<file path="config.mk">
export PLATFORM = sky130hd
export DESIGN_NAME = crrs_ctrl
export DESIGN_NICKNAME = d
export VERILOG_FILES = /design/src/sv/crrs_pkg.sv /design/src/sv/crrs_ctrl.sv
export SDC_FILE = /design/constraint.sdc
export NUM_CORES = 1
export LEC_CHECK = 0
export BUFFER_PORTS_ARGS = -buffer_cell sky130_fd_sc_hd__buf_2
export CORE_UTILIZATION = 50
export CTS_CLUSTER_SIZE = 24
export DETAILED_ROUTE_END_ITERATION = 8
export PLACE_DENSITY = 0.78
export SYNTH_ARGS = -nofsm -noshare
export SYNTH_HDL_FRONTEND = slang
export SYNTH_SLANG_ARGS = --single-unit
</file>
<file path="constraint.sdc">
create_clock -name clk -period 3.55 [get_ports clk]
set_clock_uncertainty 0.2 [all_clocks]
set_input_delay 0.71 -clock clk [delete_from_list [all_inputs] [get_ports clk]]
set_output_delay 0.71 -clock clk [all_outputs]
set_load 0.03 [all_outputs]
</file>
<file path="src/sv/crrs_pkg.sv">
`timescale 1ns / 1ps
// ----------------------------------------------------------------------------
// crrs_pkg
// Shared types, codes and saturating fixed-point helpers for the cubic root
// refinement step.
// ----------------------------------------------------------------------------
package crrs_pkg;

  localparam int FRAC_BITS = 32;
  localparam int WORD_W    = 64;
  localparam int TOL_W     = 63;

  localparam logic [63:0] SAT_MAX = 64'h7FFF_FFFF_FFFF_FFFF;
  localparam logic [63:0] SAT_MIN = 64'h8000_0000_0000_0000;
  localparam logic [62:0] TOL_RESET = 63'd42950;

  // configuration register indexes
  localparam logic [2:0] REG_COEF_X3     = 3'd0;
  localparam logic [2:0] REG_COEF_X2     = 3'd1;
  localparam logic [2:0] REG_COEF_X1     = 3'd2;
  localparam logic [2:0] REG_COEF_X0     = 3'd3;
  localparam logic [2:0] REG_FIXED_SLOPE = 3'd4;
  localparam logic [2:0] REG_TOLERANCE   = 3'd5;

  // step modes
  localparam logic [2:0] MODE_LOAD   = 3'd0;
  localparam logic [2:0] MODE_HALF   = 3'd1;
  localparam logic [2:0] MODE_NEWTON = 3'd2;
  localparam logic [2:0] MODE_SLOPE  = 3'd3;
  localparam logic [2:0] MODE_SECANT = 3'd4;

  // micro-operations
  localparam logic [3:0] OP_LOAD        = 4'd0;
  localparam logic [3:0] OP_SETOLD      = 4'd1;
  localparam logic [3:0] OP_MAC         = 4'd2;
  localparam logic [3:0] OP_SAVE_DV     = 4'd3;
  localparam logic [3:0] OP_SLOPE_DV    = 4'd4;
  localparam logic [3:0] OP_SAVE_NM     = 4'd5;
  localparam logic [3:0] OP_SAVE_FP     = 4'd6;
  localparam logic [3:0] OP_SAVE_FX     = 4'd7;
  localparam logic [3:0] OP_SET_SECANT  = 4'd8;
  localparam logic [3:0] OP_DIV         = 4'd9;
  localparam logic [3:0] OP_UPD_HALF    = 4'd10;
  localparam logic [3:0] OP_UPD_NEWTON  = 4'd11;
  localparam logic [3:0] OP_UPD_SECANT  = 4'd12;
  localparam logic [3:0] OP_JMP         = 4'd13;
  localparam logic [3:0] OP_STEP        = 4'd14;
  localparam logic [3:0] OP_FINAL       = 4'd15;

  // multiplier coefficient operand
  localparam logic [1:0] A_COEF3 = 2'd0;
  localparam logic [1:0] A_C3X3  = 2'd1;
  localparam logic [1:0] A_ACC   = 2'd2;
  localparam logic [1:0] A_QT    = 2'd3;

  // multiplier point operand
  localparam logic [1:0] V_OLD  = 2'd0;
  localparam logic [1:0] V_PREV = 2'd1;
  localparam logic [1:0] V_CUR  = 2'd2;
  localparam logic [1:0] V_FX   = 2'd3;

  // addend after a multiply
  localparam logic [2:0] C_C2   = 3'd0;
  localparam logic [2:0] C_C2X2 = 3'd1;
  localparam logic [2:0] C_C1   = 3'd2;
  localparam logic [2:0] C_C0   = 3'd3;
  localparam logic [2:0] C_ZERO = 3'd4;

  typedef struct packed {
    logic [3:0] op;
    logic [1:0] a_sel;
    logic [1:0] v_sel;
    logic [2:0] c_sel;
  } uop_t;

  typedef struct packed {
    uop_t uop;
    logic issue;
    logic accept;
    logic out_load;
  } cmd_t;

  typedef struct packed {
    logic mul_done;
    logic div_done;
    logic dv_zero;
  } status_t;

  function automatic logic [63:0] magnitude(input logic [63:0] s);
    return s[63] ? (~s + 64'd1) : s;
  endfunction

  function automatic logic [63:0] from_mag(input logic neg, input logic [63:0] m);
    if (neg) begin
      return m[63] ? SAT_MIN : (~m + 64'd1);
    end
    return m[63] ? SAT_MAX : m;
  endfunction

  function automatic logic [63:0] sat_add(input logic [63:0] a, input logic [63:0] b);
    logic [64:0] s;
    s = {a[63], a} + {b[63], b};
    if (s[64] != s[63]) begin
      return s[64] ? SAT_MIN : SAT_MAX;
    end
    return s[63:0];
  endfunction

  function automatic logic [63:0] sat_sub(input logic [63:0] a, input logic [63:0] b);
    logic [64:0] s;
    s = {a[63], a} - {b[63], b};
    if (s[64] != s[63]) begin
      return s[64] ? SAT_MIN : SAT_MAX;
    end
    return s[63:0];
  endfunction

endpackage

</file>
<file path="src/sv/crrs_ctrl.sv">
`timescale 1ns / 1ps
// ----------------------------------------------------------------------------
// crrs_ctrl
// Controller: microcode sequencer that walks the step program of each mode,
// waits on the multiplier and divider, and owns both handshakes.
// ----------------------------------------------------------------------------
module crrs_ctrl (
  input  logic              clk,
  input  logic              rst,
  input  logic              s_tvalid,
  output logic              s_tready,
  input  logic [2:0]        s_mode,
  output logic              m_tvalid,
  input  logic              m_tready,
  output crrs_pkg::cmd_t    cmd,
  input  crrs_pkg::status_t status
);

  localparam logic [1:0] ST_IDLE     = 2'd0;
  localparam logic [1:0] ST_ISSUE    = 2'd1;
  localparam logic [1:0] ST_WAIT_MUL = 2'd2;
  localparam logic [1:0] ST_WAIT_DIV = 2'd3;

  localparam logic [5:0] PC_FINISH = 6'd0;
  localparam logic [5:0] PC_LOAD   = 6'd5;
  localparam logic [5:0] PC_HALF   = 6'd7;
  localparam logic [5:0] PC_NEWTON = 6'd13;
  localparam logic [5:0] PC_SLOPE  = 6'd24;
  localparam logic [5:0] PC_SECANT = 6'd33;
  localparam logic [5:0] PC_OTHER  = 6'd47;

  logic [1:0] state;
  logic [5:0] pc;
  logic       slot_free;

  function automatic crrs_pkg::uop_t mk(input logic [3:0] op, input logic [1:0] a,
                                        input logic [1:0] v, input logic [2:0] c);
    crrs_pkg::uop_t u;
    u.op    = op;
    u.a_sel = a;
    u.v_sel = v;
    u.c_sel = c;
    return u;
  endfunction

  function automatic crrs_pkg::uop_t plain(input logic [3:0] op);
    return mk(op, crrs_pkg::A_COEF3, crrs_pkg::V_OLD, crrs_pkg::C_ZERO);
  endfunction

  function automatic crrs_pkg::uop_t ucode(input logic [5:0] addr);
    crrs_pkg::uop_t u;
    unique case (addr)
      // finish: step, f at the new point, result
      6'd0:  u = plain(crrs_pkg::OP_STEP);
      6'd1:  u = mk(crrs_pkg::OP_MAC, crrs_pkg::A_COEF3, crrs_pkg::V_CUR, crrs_pkg::C_C2);
      6'd2:  u = mk(crrs_pkg::OP_MAC, crrs_pkg::A_ACC, crrs_pkg::V_CUR, crrs_pkg::C_C1);
      6'd3:  u = mk(crrs_pkg::OP_MAC, crrs_pkg::A_ACC, crrs_pkg::V_CUR, crrs_pkg::C_C0);
      6'd4:  u = plain(crrs_pkg::OP_FINAL);
      // load
      6'd5:  u = plain(crrs_pkg::OP_LOAD);
      // halving
      6'd7:  u = plain(crrs_pkg::OP_SETOLD);
      6'd8:  u = mk(crrs_pkg::OP_MAC, crrs_pkg::A_COEF3, crrs_pkg::V_OLD, crrs_pkg::C_C2);
      6'd9:  u = mk(crrs_pkg::OP_MAC, crrs_pkg::A_ACC, crrs_pkg::V_OLD, crrs_pkg::C_C1);
      6'd10: u = mk(crrs_pkg::OP_MAC, crrs_pkg::A_ACC, crrs_pkg::V_OLD, crrs_pkg::C_C0);
      6'd11: u = plain(crrs_pkg::OP_UPD_HALF);
      // newton
      6'd13: u = plain(crrs_pkg::OP_SETOLD);
      6'd14: u = mk(crrs_pkg::OP_MAC, crrs_pkg::A_C3X3, crrs_pkg::V_OLD, crrs_pkg::C_C2X2);
      6'd15: u = mk(crrs_pkg::OP_MAC, crrs_pkg::A_ACC, crrs_pkg::V_OLD, crrs_pkg::C_C1);
      6'd16: u = plain(crrs_pkg::OP_SAVE_DV);
      6'd17: u = mk(crrs_pkg::OP_MAC, crrs_pkg::A_COEF3, crrs_pkg::V_OLD, crrs_pkg::C_C2);
      6'd18: u = mk(crrs_pkg::OP_MAC, crrs_pkg::A_ACC, crrs_pkg::V_OLD, crrs_pkg::C_C1);
      6'd19: u = mk(crrs_pkg::OP_MAC, crrs_pkg::A_ACC, crrs_pkg::V_OLD, crrs_pkg::C_C0);
      6'd20: u = plain(crrs_pkg::OP_SAVE_NM);
      6'd21: u = plain(crrs_pkg::OP_DIV);
      6'd22: u = plain(crrs_pkg::OP_UPD_NEWTON);
      // fixed slope
      6'd24: u = plain(crrs_pkg::OP_SETOLD);
      6'd25: u = plain(crrs_pkg::OP_SLOPE_DV);
      6'd26: u = mk(crrs_pkg::OP_MAC, crrs_pkg::A_COEF3, crrs_pkg::V_OLD, crrs_pkg::C_C2);
      6'd27: u = mk(crrs_pkg::OP_MAC, crrs_pkg::A_ACC, crrs_pkg::V_OLD, crrs_pkg::C_C1);
      6'd28: u = mk(crrs_pkg::OP_MAC, crrs_pkg::A_ACC, crrs_pkg::V_OLD, crrs_pkg::C_C0);
      6'd29: u = plain(crrs_pkg::OP_SAVE_NM);
      6'd30: u = plain(crrs_pkg::OP_DIV);
      6'd31: u = plain(crrs_pkg::OP_UPD_NEWTON);
      // secant
      6'd33: u = plain(crrs_pkg::OP_SETOLD);
      6'd34: u = mk(crrs_pkg::OP_MAC, crrs_pkg::A_COEF3, crrs_pkg::V_PREV, crrs_pkg::C_C2);
      6'd35: u = mk(crrs_pkg::OP_MAC, crrs_pkg::A_ACC, crrs_pkg::V_PREV, crrs_pkg::C_C1);
      6'd36: u = mk(crrs_pkg::OP_MAC, crrs_pkg::A_ACC, crrs_pkg::V_PREV, crrs_pkg::C_C0);
      6'd37: u = plain(crrs_pkg::OP_SAVE_FP);
      6'd38: u = mk(crrs_pkg::OP_MAC, crrs_pkg::A_COEF3, crrs_pkg::V_OLD, crrs_pkg::C_C2);
      6'd39: u = mk(crrs_pkg::OP_MAC, crrs_pkg::A_ACC, crrs_pkg::V_OLD, crrs_pkg::C_C1);
      6'd40: u = mk(crrs_pkg::OP_MAC, crrs_pkg::A_ACC, crrs_pkg::V_OLD, crrs_pkg::C_C0);
      6'd41: u = plain(crrs_pkg::OP_SAVE_FX);
      6'd42: u = plain(crrs_pkg::OP_SET_SECANT);
      6'd43: u = plain(crrs_pkg::OP_DIV);
      6'd44: u = mk(crrs_pkg::OP_MAC, crrs_pkg::A_QT, crrs_pkg::V_FX, crrs_pkg::C_ZERO);
      6'd45: u = plain(crrs_pkg::OP_UPD_SECANT);
      // unused modes
      6'd47: u = plain(crrs_pkg::OP_SETOLD);
      default: u = plain(crrs_pkg::OP_JMP);
    endcase
    return u;
  endfunction

  function automatic logic [5:0] entry(input logic [2:0] mode);
    logic [5:0] a;
    unique case (mode)
      crrs_pkg::MODE_LOAD:   a = PC_LOAD;
      crrs_pkg::MODE_HALF:   a = PC_HALF;
      crrs_pkg::MODE_NEWTON: a = PC_NEWTON;
      crrs_pkg::MODE_SLOPE:  a = PC_SLOPE;
      crrs_pkg::MODE_SECANT: a = PC_SECANT;
      default:               a = PC_OTHER;
    endcase
    return a;
  endfunction

  always_comb begin
    slot_free    = !m_tvalid || m_tready;
    s_tready     = (state == ST_IDLE);
    cmd.uop      = ucode(pc);
    cmd.issue    = (state == ST_ISSUE);
    cmd.accept   = s_tvalid && (state == ST_IDLE);
    cmd.out_load = (state == ST_ISSUE) && (cmd.uop.op == crrs_pkg::OP_FINAL) && slot_free;
  end

  always_ff @(posedge clk) begin
    if (rst) begin
      state    <= ST_IDLE;
      pc       <= PC_FINISH;
      m_tvalid <= 1'b0;
    end else begin
      if (cmd.out_load) begin
        m_tvalid <= 1'b1;
      end else if (m_tready) begin
        m_tvalid <= 1'b0;
      end
      unique case (state)
        ST_IDLE: begin
          if (s_tvalid) begin
            pc    <= entry(s_mode);
            state <= ST_ISSUE;
          end
        end
        ST_ISSUE: begin
          unique case (cmd.uop.op)
            crrs_pkg::OP_MAC: state <= ST_WAIT_MUL;
            crrs_pkg::OP_DIV: begin
              if (status.dv_zero) begin
                pc <= PC_FINISH;
              end else begin
                state <= ST_WAIT_DIV;
              end
            end
            crrs_pkg::OP_JMP: pc <= PC_FINISH;
            crrs_pkg::OP_FINAL: begin
              if (slot_free) begin
                state <= ST_IDLE;
              end
            end
            default: pc <= pc + 6'd1;
          endcase
        end
        ST_WAIT_MUL: begin
          if (status.mul_done) begin
            pc    <= pc + 6'd1;
            state <= ST_ISSUE;
          end
        end
        default: begin
          if (status.div_done) begin
            pc    <= pc + 6'd1;
            state <= ST_ISSUE;
          end
        end
      endcase
    end
  end

endmodule

</file>
==> run_summary.xml, run 1 <==
<?xml version="1.0" encoding="UTF-8"?>
<metrics>
  <group name="routing">
    <metric name="ant_nets" unit="">0</metric>
    <metric name="detail_route.vias_per_cell" unit="">5.96</metric>
    <metric name="drtPass1Iterations" unit="">4</metric>
    <metric name="dr_total_vias" unit="">1591</metric>
    <metric name="post-route-drc-count" unit="">0</metric>
    <metric name="detail_route.wirelength" unit="um">3890</metric>
    <metric name="detail_route.wl_per_cell" unit="um">14.6</metric>
    <metric name="dr.first_iter.drc_count" unit="">114</metric>
  </group>
  <group name="timing">
    <metric name="max_slew_headroom_at_the_worst_pin" unit="">0.657</metric>
    <metric name="period_share" unit="">0.893</metric>
    <metric name="drv_slew" unit="">0</metric>
    <metric name="grt_setup_unrepaired" unit="">no</metric>
    <metric name="post-route-worst-setup-slack" unit="ns">0.380</metric>
    <metric name="hold_viol" unit="">0</metric>
    <metric name="max_clock_freq" unit="MHz">315</metric>
    <metric name="worst_slew_pin_slew" unit="ns">0.515</metric>
    <metric name="setup_violations" unit="">0</metric>
    <metric name="setup-tns-final" unit="ns">0</metric>
    <metric name="fin_crit" unit="ns">3.17</metric>
  </group>
  <group name="finish">
    <metric name="nNetsFinal" unit="">241</metric>
    <metric name="layout_common_cells" unit="">sky130_fd_sc_hd__buf_2, sky130_fd_sc_hd__dfxtp_1, sky130_fd_sc_hd__nor2_1</metric>
    <metric name="final_common_cell" unit="">sky130_fd_sc_hd__buf_2</metric>
    <metric name="layout-area-overhead-vs-synth" unit="%">11.0</metric>
    <metric name="drive_gt1_frac" unit="">0.256</metric>
    <metric name="insertedDiodeCount" unit="">0</metric>
    <metric name="fill_cells" unit="">286</metric>
  </group>
  <group name="worst_hold_path">
    <metric name="min_path_type" unit="">reg -&gt; reg</metric>
  </group>
  <group name="synthesis">
    <metric name="netlist_instances" unit="">201</metric>
    <metric name="synth_area_per_cell" unit="um^2">8.01</metric>
    <metric name="synth_enable_flop_cells" unit="">0</metric>
    <metric name="synth-seq-cells" unit="">20</metric>
    <metric name="mappedNetlistArea" unit="mm^2">0.00161</metric>
    <metric name="ys.warnings.count" unit="">0</metric>
    <metric name="post_synth_num_cell_types" unit="">63</metric>
    <metric name="ys_async_sr_fraction" unit="">0</metric>
    <metric name="synthFlopType" unit="">sky130_fd_sc_hd__dfxtp_1</metric>
    <metric name="synth_fp_nets" unit="">218</metric>
    <metric name="yosysSeqAreaShare" unit="">0.249</metric>
  </group>
  <group name="setup_path">
    <metric name="start_kind" unit="">input port</metric>
    <metric name="element_type_at_the_critical_path_end" unit="">flop</metric>
    <metric name="cp_data_required_time" unit="ns">3.55</metric>
    <metric name="cp_max_fo" unit="">6</metric>
    <metric name="worst-endpoint-arrival" unit="ns">3.17</metric>
    <metric name="timing.setup.critical_path_class" unit="">in -&gt; reg</metric>
  </group>
  <group name="global_route">
    <metric name="groute.usage.overall" unit="">0.242</metric>
    <metric name="globalRouteOverflowTotal" unit="">0</metric>
    <metric name="grt_pass1_wl" unit="um">6440</metric>
    <metric name="grt_pass1_vias" unit="">1354</metric>
    <metric name="largest_net_degree_at_the_start_of_global_routing" unit="">26</metric>
    <metric name="initial_antenna_violation_count" unit="">0</metric>
  </group>
  <group name="cts">
    <metric name="clock_path_buffers" unit="">2</metric>
    <metric name="h-tree-depth" unit="">1</metric>
    <metric name="cts-root-buf" unit="">sky130_fd_sc_hd__clkbuf_4</metric>
    <metric name="cts_made_buffers" unit="">3</metric>
    <metric name="post_cts_hold_buffer_count" unit="">0</metric>
    <metric name="clk_pin_slew" unit="ns">0.11</metric>
    <metric name="clock_tree_from_tritoncts" unit="">yes</metric>
    <metric name="cts_setup_buffers" unit="">0</metric>
    <metric name="post_cts.resized_instances" unit="">0</metric>
    <metric name="clkSinkCount" unit="">20</metric>
    <metric name="clk-insertion-delay-late" unit="ns">0.30</metric>
  </group>
  <group name="die">
    <metric name="die_area" unit="mm^2">0.00345</metric>
    <metric name="area_of_the_core" unit="mm^2">0.00305</metric>
    <metric name="io_pins" unit="">26</metric>
    <metric name="die_height" unit="um">58.8</metric>
    <metric name="floorplan.die.width" unit="um">58.8</metric>
    <metric name="initial_core_util" unit="">0.527</metric>
    <metric name="std_cell_rows" unit="">20</metric>
  </group>
  <group name="placement">
    <metric name="place_hpwl" unit="um">2820</metric>
    <metric name="routabilityCongestion" unit="">0.954</metric>
    <metric name="detailedPlace.worstSlack" unit="ns">0.127</metric>
    <metric name="portBuffers" unit="">25</metric>
  </group>
  <group name="pwr">
    <metric name="power_density" unit="mW/mm^2">948</metric>
    <metric name="power.static_leakage" unit="nW">0.748</metric>
    <metric name="worst_ir_drop_vdd" unit="mV">0.329</metric>
  </group>
  <group name="job">
    <metric name="max_cap_violations" unit="">0</metric>
  </group>
  <group name="outcome">
    <metric name="outcome" unit="">complete, no violations</metric>
  </group>
</metrics>
[stage by stage]
step	hold WS [ns]	utilization	cells	instance area (um^2)	power, mW
final	0.414	0.586	267	1790	1.70
after global routing	0.457	0.586	267	1790	1.83
after CTS	0.413	0.586	267	1790	1.68
after detailed placement	0.372	0.574	263	1750	1.54
after global placement	0.364	0.574	263	1750	1.53
after floorplan	0.345	-	201	1610	1.32
[worst max-delay path: stages]
cell and delay (ns):
sky130_fd_sc_hd__buf_2 0.09, sky130_fd_sc_hd__or3_1 0.41, sky130_fd_sc_hd__o211a_4 0.27, sky130_fd_sc_hd__o21ai_2 0.20
sky130_fd_sc_hd__nor2_1 0.10, sky130_fd_sc_hd__nor3_1 0.23, sky130_fd_sc_hd__inv_1 0.12, sky130_fd_sc_hd__ha_1 0.39
sky130_fd_sc_hd__nand2_1 0.09, sky130_fd_sc_hd__o31ai_2 0.07, sky130_fd_sc_hd__a221oi_1 0.11, sky130_fd_sc_hd__or3_1 0.37
[kinds of logic after synthesis]
group	Yosys count	synth area share
multiplexers	3	0.0186
AND/OR/NAND/NOR	79	0.260
AO/OA/AOI/OAI	67	0.319
XOR/XNOR	3	0.0210
buffers and inverters	22	0.0785
adder cells (fa/ha/maj)	7	0.0544
flip-flops	20	0.249
[report_power, final]
part / total [mW] / switching, mW / internal [mW]
sequential: 0.388 / 0.0804 / 0.308
combinational: 1.17 / 0.717 / 0.456
clock: 0.133 / 0.0708 / 0.0626
[cells in the mapped netlist, types with 2 or more instances]
cell	number	area [um^2]
sky130_fd_sc_hd__or3_1	4	25.0
sky130_fd_sc_hd__a221oi_1	3	26.3
sky130_fd_sc_hd__a21oi_2	2	17.5
sky130_fd_sc_hd__o22ai_1	3	18.8
sky130_fd_sc_hd__inv_1	5	18.8
sky130_fd_sc_hd__a211oi_1	6	45.0
sky130_fd_sc_hd__a21o_1	3	22.5
sky130_fd_sc_hd__clkbuf_1	2	7.51
sky130_fd_sc_hd__o211ai_1	2	15.0
sky130_fd_sc_hd__and2_1	3	18.8
sky130_fd_sc_hd__a21oi_1	15	75.1
sky130_fd_sc_hd__and3_1	2	12.5
sky130_fd_sc_hd__nor2b_1	4	25.0
sky130_fd_sc_hd__buf_2	7	35.0
sky130_fd_sc_hd__a31oi_1	2	12.5
sky130_fd_sc_hd__nor3_1	10	50.1
sky130_fd_sc_hd__xnor2_1	2	17.5
sky130_fd_sc_hd__nand2b_1	5	31.3
sky130_fd_sc_hd__dfxtp_1	20	400
sky130_fd_sc_hd__mux2i_1	3	30.0
sky130_fd_sc_hd__a2bb2oi_1	2	17.5
sky130_fd_sc_hd__o32a_1	3	30.0
sky130_fd_sc_hd__o21ai_0	9	45.0
sky130_fd_sc_hd__nand2_1	15	56.3
sky130_fd_sc_hd__nor2_1	17	63.8
sky130_fd_sc_hd__a211o_1	2	17.5
sky130_fd_sc_hd__ha_1	7	87.6
sky130_fd_sc_hd__nand3_1	6	30.0
sky130_fd_sc_hd__or2_1	2	12.5
sky130_fd_sc_hd__buf_4	2	15.0
[worst paths after layout]
path	from	to	slack (ns)	cells past startpoint
min reg2reg	state[0]	state[0]	0.41	1
min	state[0]	state[0]	0.41	1
max	status[0]	cmd[11]	0.38	12
max reg2reg	cmd[11]	cmd[11]	0.38	11
[layer usage]
layer  vias up  wire length [um]  track usage
met5         -                 0            0
met4         0                40       0.0680
li1        784                 -            -
met1       739              1930        0.357
met2        63              1650        0.354
met3         5               269       0.0484
[sequential cells by signal, summed over array words and instances, names as in the netlist]
name	cells
cmd	11
pc	6
m_tvalid	1
state	2
[cell type report]
cell class              instances  area, um^2  share of cell area
well taps                      44        55.1              0.0308
clock buffers                   4        36.3              0.0203
multi-input cells             159        1080               0.606
repair buffers                 31         170              0.0952
inverters                       9        42.5              0.0238
flip-flops and latches         20         400               0.224
(Power assumes the default switching activity.)
==> run 2: changes to the inputs <==
--- a/config.mk
+++ b/config.mk
@@ -6,8 +6,10 @@
 export NUM_CORES = 1
 export LEC_CHECK = 0
 export BUFFER_PORTS_ARGS = -buffer_cell sky130_fd_sc_hd__buf_2
-export CORE_UTILIZATION = 50
-export CTS_CLUSTER_SIZE = 24
+export CELL_PAD_IN_SITES_DETAIL_PLACEMENT = 1
+export CELL_PAD_IN_SITES_GLOBAL_PLACEMENT = 1
+export CORE_UTILIZATION = 37
+export CTS_CLUSTER_SIZE = 30
 export DETAILED_ROUTE_END_ITERATION = 8
 export PLACE_DENSITY = 0.78
 export SYNTH_ARGS = -nofsm -noshare
==> run_summary.xml, run 2 (synthesized netlist as in run 1, its figures left out) <==
<?xml version="1.0" encoding="UTF-8"?>
<metrics>
  <group name="cts">
    <metric name="cts_setup_buffers" unit="">0</metric>
    <metric name="clock_path_buffers" unit="">2</metric>
    <metric name="cts-root-buf" unit="">sky130_fd_sc_hd__clkbuf_8</metric>
    <metric name="post_cts.resized_instances" unit="">0</metric>
    <metric name="clk_pin_slew" unit="ns">0.09</metric>
    <metric name="clkSinkCount" unit="">20</metric>
    <metric name="clock_tree_from_tritoncts" unit="">yes</metric>
    <metric name="h-tree-depth" unit="">1</metric>
    <metric name="post_cts_hold_buffer_count" unit="">0</metric>
    <metric name="clk-insertion-delay-late" unit="ns">0.27</metric>
    <metric name="cts_made_buffers" unit="">3</metric>
  </group>
  <group name="global_route">
    <metric name="grt_pass1_wl" unit="um">8030</metric>
    <metric name="globalRouteOverflowTotal" unit="">0</metric>
    <metric name="grt_pass1_vias" unit="">1613</metric>
    <metric name="largest_net_degree_at_the_start_of_global_routing" unit="">23</metric>
    <metric name="initial_antenna_violation_count" unit="">0</metric>
    <metric name="groute.usage.overall" unit="">0.231</metric>
  </group>
  <group name="outcome">
    <metric name="outcome" unit="">complete, no violations</metric>
  </group>
  <group name="worst_hold_path">
    <metric name="min_path_type" unit="">reg -&gt; reg</metric>
    <metric name="holdPathStages" unit="">2</metric>
  </group>
  <group name="die">
    <metric name="io_pins" unit="">26</metric>
    <metric name="die_area" unit="mm^2">0.00462</metric>
    <metric name="initial_core_util" unit="">0.394</metric>
    <metric name="die_height" unit="um">68.0</metric>
    <metric name="std_cell_rows" unit="">23</metric>
    <metric name="floorplan.die.width" unit="um">68.0</metric>
    <metric name="area_of_the_core" unit="mm^2">0.00409</metric>
  </group>
  <group name="pwr">
    <metric name="worst_ir_drop_vdd" unit="mV">0.287</metric>
    <metric name="power_density" unit="mW/mm^2">1000</metric>
    <metric name="power.static_leakage" unit="nW">0.783</metric>
  </group>
  <group name="setup_path">
    <metric name="cp_data_required_time" unit="ns">3.51</metric>
    <metric name="rr_worst_depth" unit="">12</metric>
    <metric name="worst-endpoint-arrival" unit="ns">3.20</metric>
    <metric name="start_kind" unit="">input port</metric>
    <metric name="element_type_at_the_critical_path_end" unit="">flop</metric>
    <metric name="timing.setup.critical_path_class" unit="">in -&gt; reg</metric>
    <metric name="cp_max_fo" unit="">6</metric>
  </group>
  <group name="timing">
    <metric name="setup_violations" unit="">0</metric>
    <metric name="period_share" unit="">0.913</metric>
    <metric name="hold_viol" unit="">0</metric>
    <metric name="fin_crit" unit="ns">3.24</metric>
    <metric name="drv_slew" unit="">0</metric>
    <metric name="max_clock_freq" unit="MHz">308</metric>
    <metric name="max_slew_headroom_at_the_worst_pin" unit="">0.522</metric>
    <metric name="setup-tns-final" unit="ns">0</metric>
    <metric name="grt_setup_unrepaired" unit="">no</metric>
    <metric name="post-route-worst-setup-slack" unit="ns">0.308</metric>
    <metric name="worst_slew_pin_slew" unit="ns">0.711</metric>
  </group>
  <group name="finish">
    <metric name="layout_common_cells" unit="">sky130_fd_sc_hd__buf_2, sky130_fd_sc_hd__dfxtp_1, sky130_fd_sc_hd__nor2_1</metric>
    <metric name="final_common_cell" unit="">sky130_fd_sc_hd__buf_2</metric>
    <metric name="stdcell_count" unit="">277</metric>
    <metric name="nNetsFinal" unit="">245</metric>
    <metric name="insertedDiodeCount" unit="">0</metric>
    <metric name="max_reg_flops" unit="">11</metric>
    <metric name="drive_gt1_frac" unit="">0.269</metric>
    <metric name="layout-area-overhead-vs-synth" unit="%">15.5</metric>
  </group>
  <group name="routing">
    <metric name="drtPass1Iterations" unit="">4</metric>
    <metric name="detail_route.vias_per_cell" unit="">5.80</metric>
    <metric name="dr_total_vias" unit="">1607</metric>
    <metric name="post-route-drc-count" unit="">0</metric>
    <metric name="detail_route.wl_per_cell" unit="um">17.3</metric>
    <metric name="dr.first_iter.drc_count" unit="">100</metric>
    <metric name="detail_route.wirelength" unit="um">4780</metric>
    <metric name="ant_nets" unit="">0</metric>
  </group>
  <group name="placement">
    <metric name="routabilityCongestion" unit="">0.843</metric>
    <metric name="place_hpwl" unit="um">3440</metric>
    <metric name="dp.cells" unit="">273</metric>
    <metric name="detailedPlace.worstSlack" unit="ns">0.0885</metric>
    <metric name="portBuffers" unit="">25</metric>
  </group>
  <group name="job">
    <metric name="max_cap_violations" unit="">0</metric>
  </group>
</metrics>
==> run 2: changes by cell type in the layout (fill, tap and decap cells not counted), sizes merged <==
cell	change
bufinv	+1
clkbuf	-1
buf	+4
==> run 2: final cells by class <==
class | count | area (um^2)
Multi-Input combinational cell | 159 | 1080
Inverter | 9 | 42.5
Clock buffer | 3 | 41.3
Tap cell | 50 | 62.6
Sequential cell | 20 | 400
Clock inverter | 1 | 30.0
Fill cell | 524 | 2230
Timing Repair Buffer | 35 | 200
==> run 2: per-stage QoR <==
step	hold WS [ns]	util	power, mW	instance area [um^2]
5_1_grt	0.416	0.455	2.01	1860
3_5_place_dp	0.366	0.438	1.60	1790
6_report	0.379	0.455	1.86	1860
4_1_cts	0.379	0.455	1.86	1860
3_3_place_gp	0.363	0.438	1.59	1790
2_1_floorplan	0.345	-	1.32	1610
==> run 2: report_power, final <==
part	total [mW]	internal [mW]	leakage [nW]	switching, mW
registers	0.388	0.308	0.165	0.0793
clock network	0.239	0.151	0.0357	0.0885
logic	1.24	0.479	0.582	0.757
total	1.86	0.938	0.783	0.925
==> run 2: worst paths after layout <==
kind / start / to / slack (ns)
max: status[0] / cmd[11] / 0.31
min: pc[5] / pc[5] / 0.38
max reg2reg: state[0] / cmd[9] / 0.35
min reg2reg: pc[5] / pc[5] / 0.38
==> run 2: worst max-delay path, cell delays in order <==
cell and delay [ns]:
sky130_fd_sc_hd__buf_2 0.09, sky130_fd_sc_hd__or3_1 0.42, sky130_fd_sc_hd__o211a_4 0.27, sky130_fd_sc_hd__o21ai_2 0.21, sky130_fd_sc_hd__a22oi_2 0.15, sky130_fd_sc_hd__or2_1 0.30
sky130_fd_sc_hd__ha_1 0.41, sky130_fd_sc_hd__nand2_1 0.09, sky130_fd_sc_hd__o31ai_2 0.07, sky130_fd_sc_hd__a221oi_1 0.12, sky130_fd_sc_hd__or3_1 0.35
==> run 2: layer usage <==
metal,routed length [um],share of wire,GRT usage
met1,2330,0.49,0.322
met2,2140,0.45,0.370
met3,217,0.045,0.0267
met4,84,0.018,0.0677
met5,0,0,0
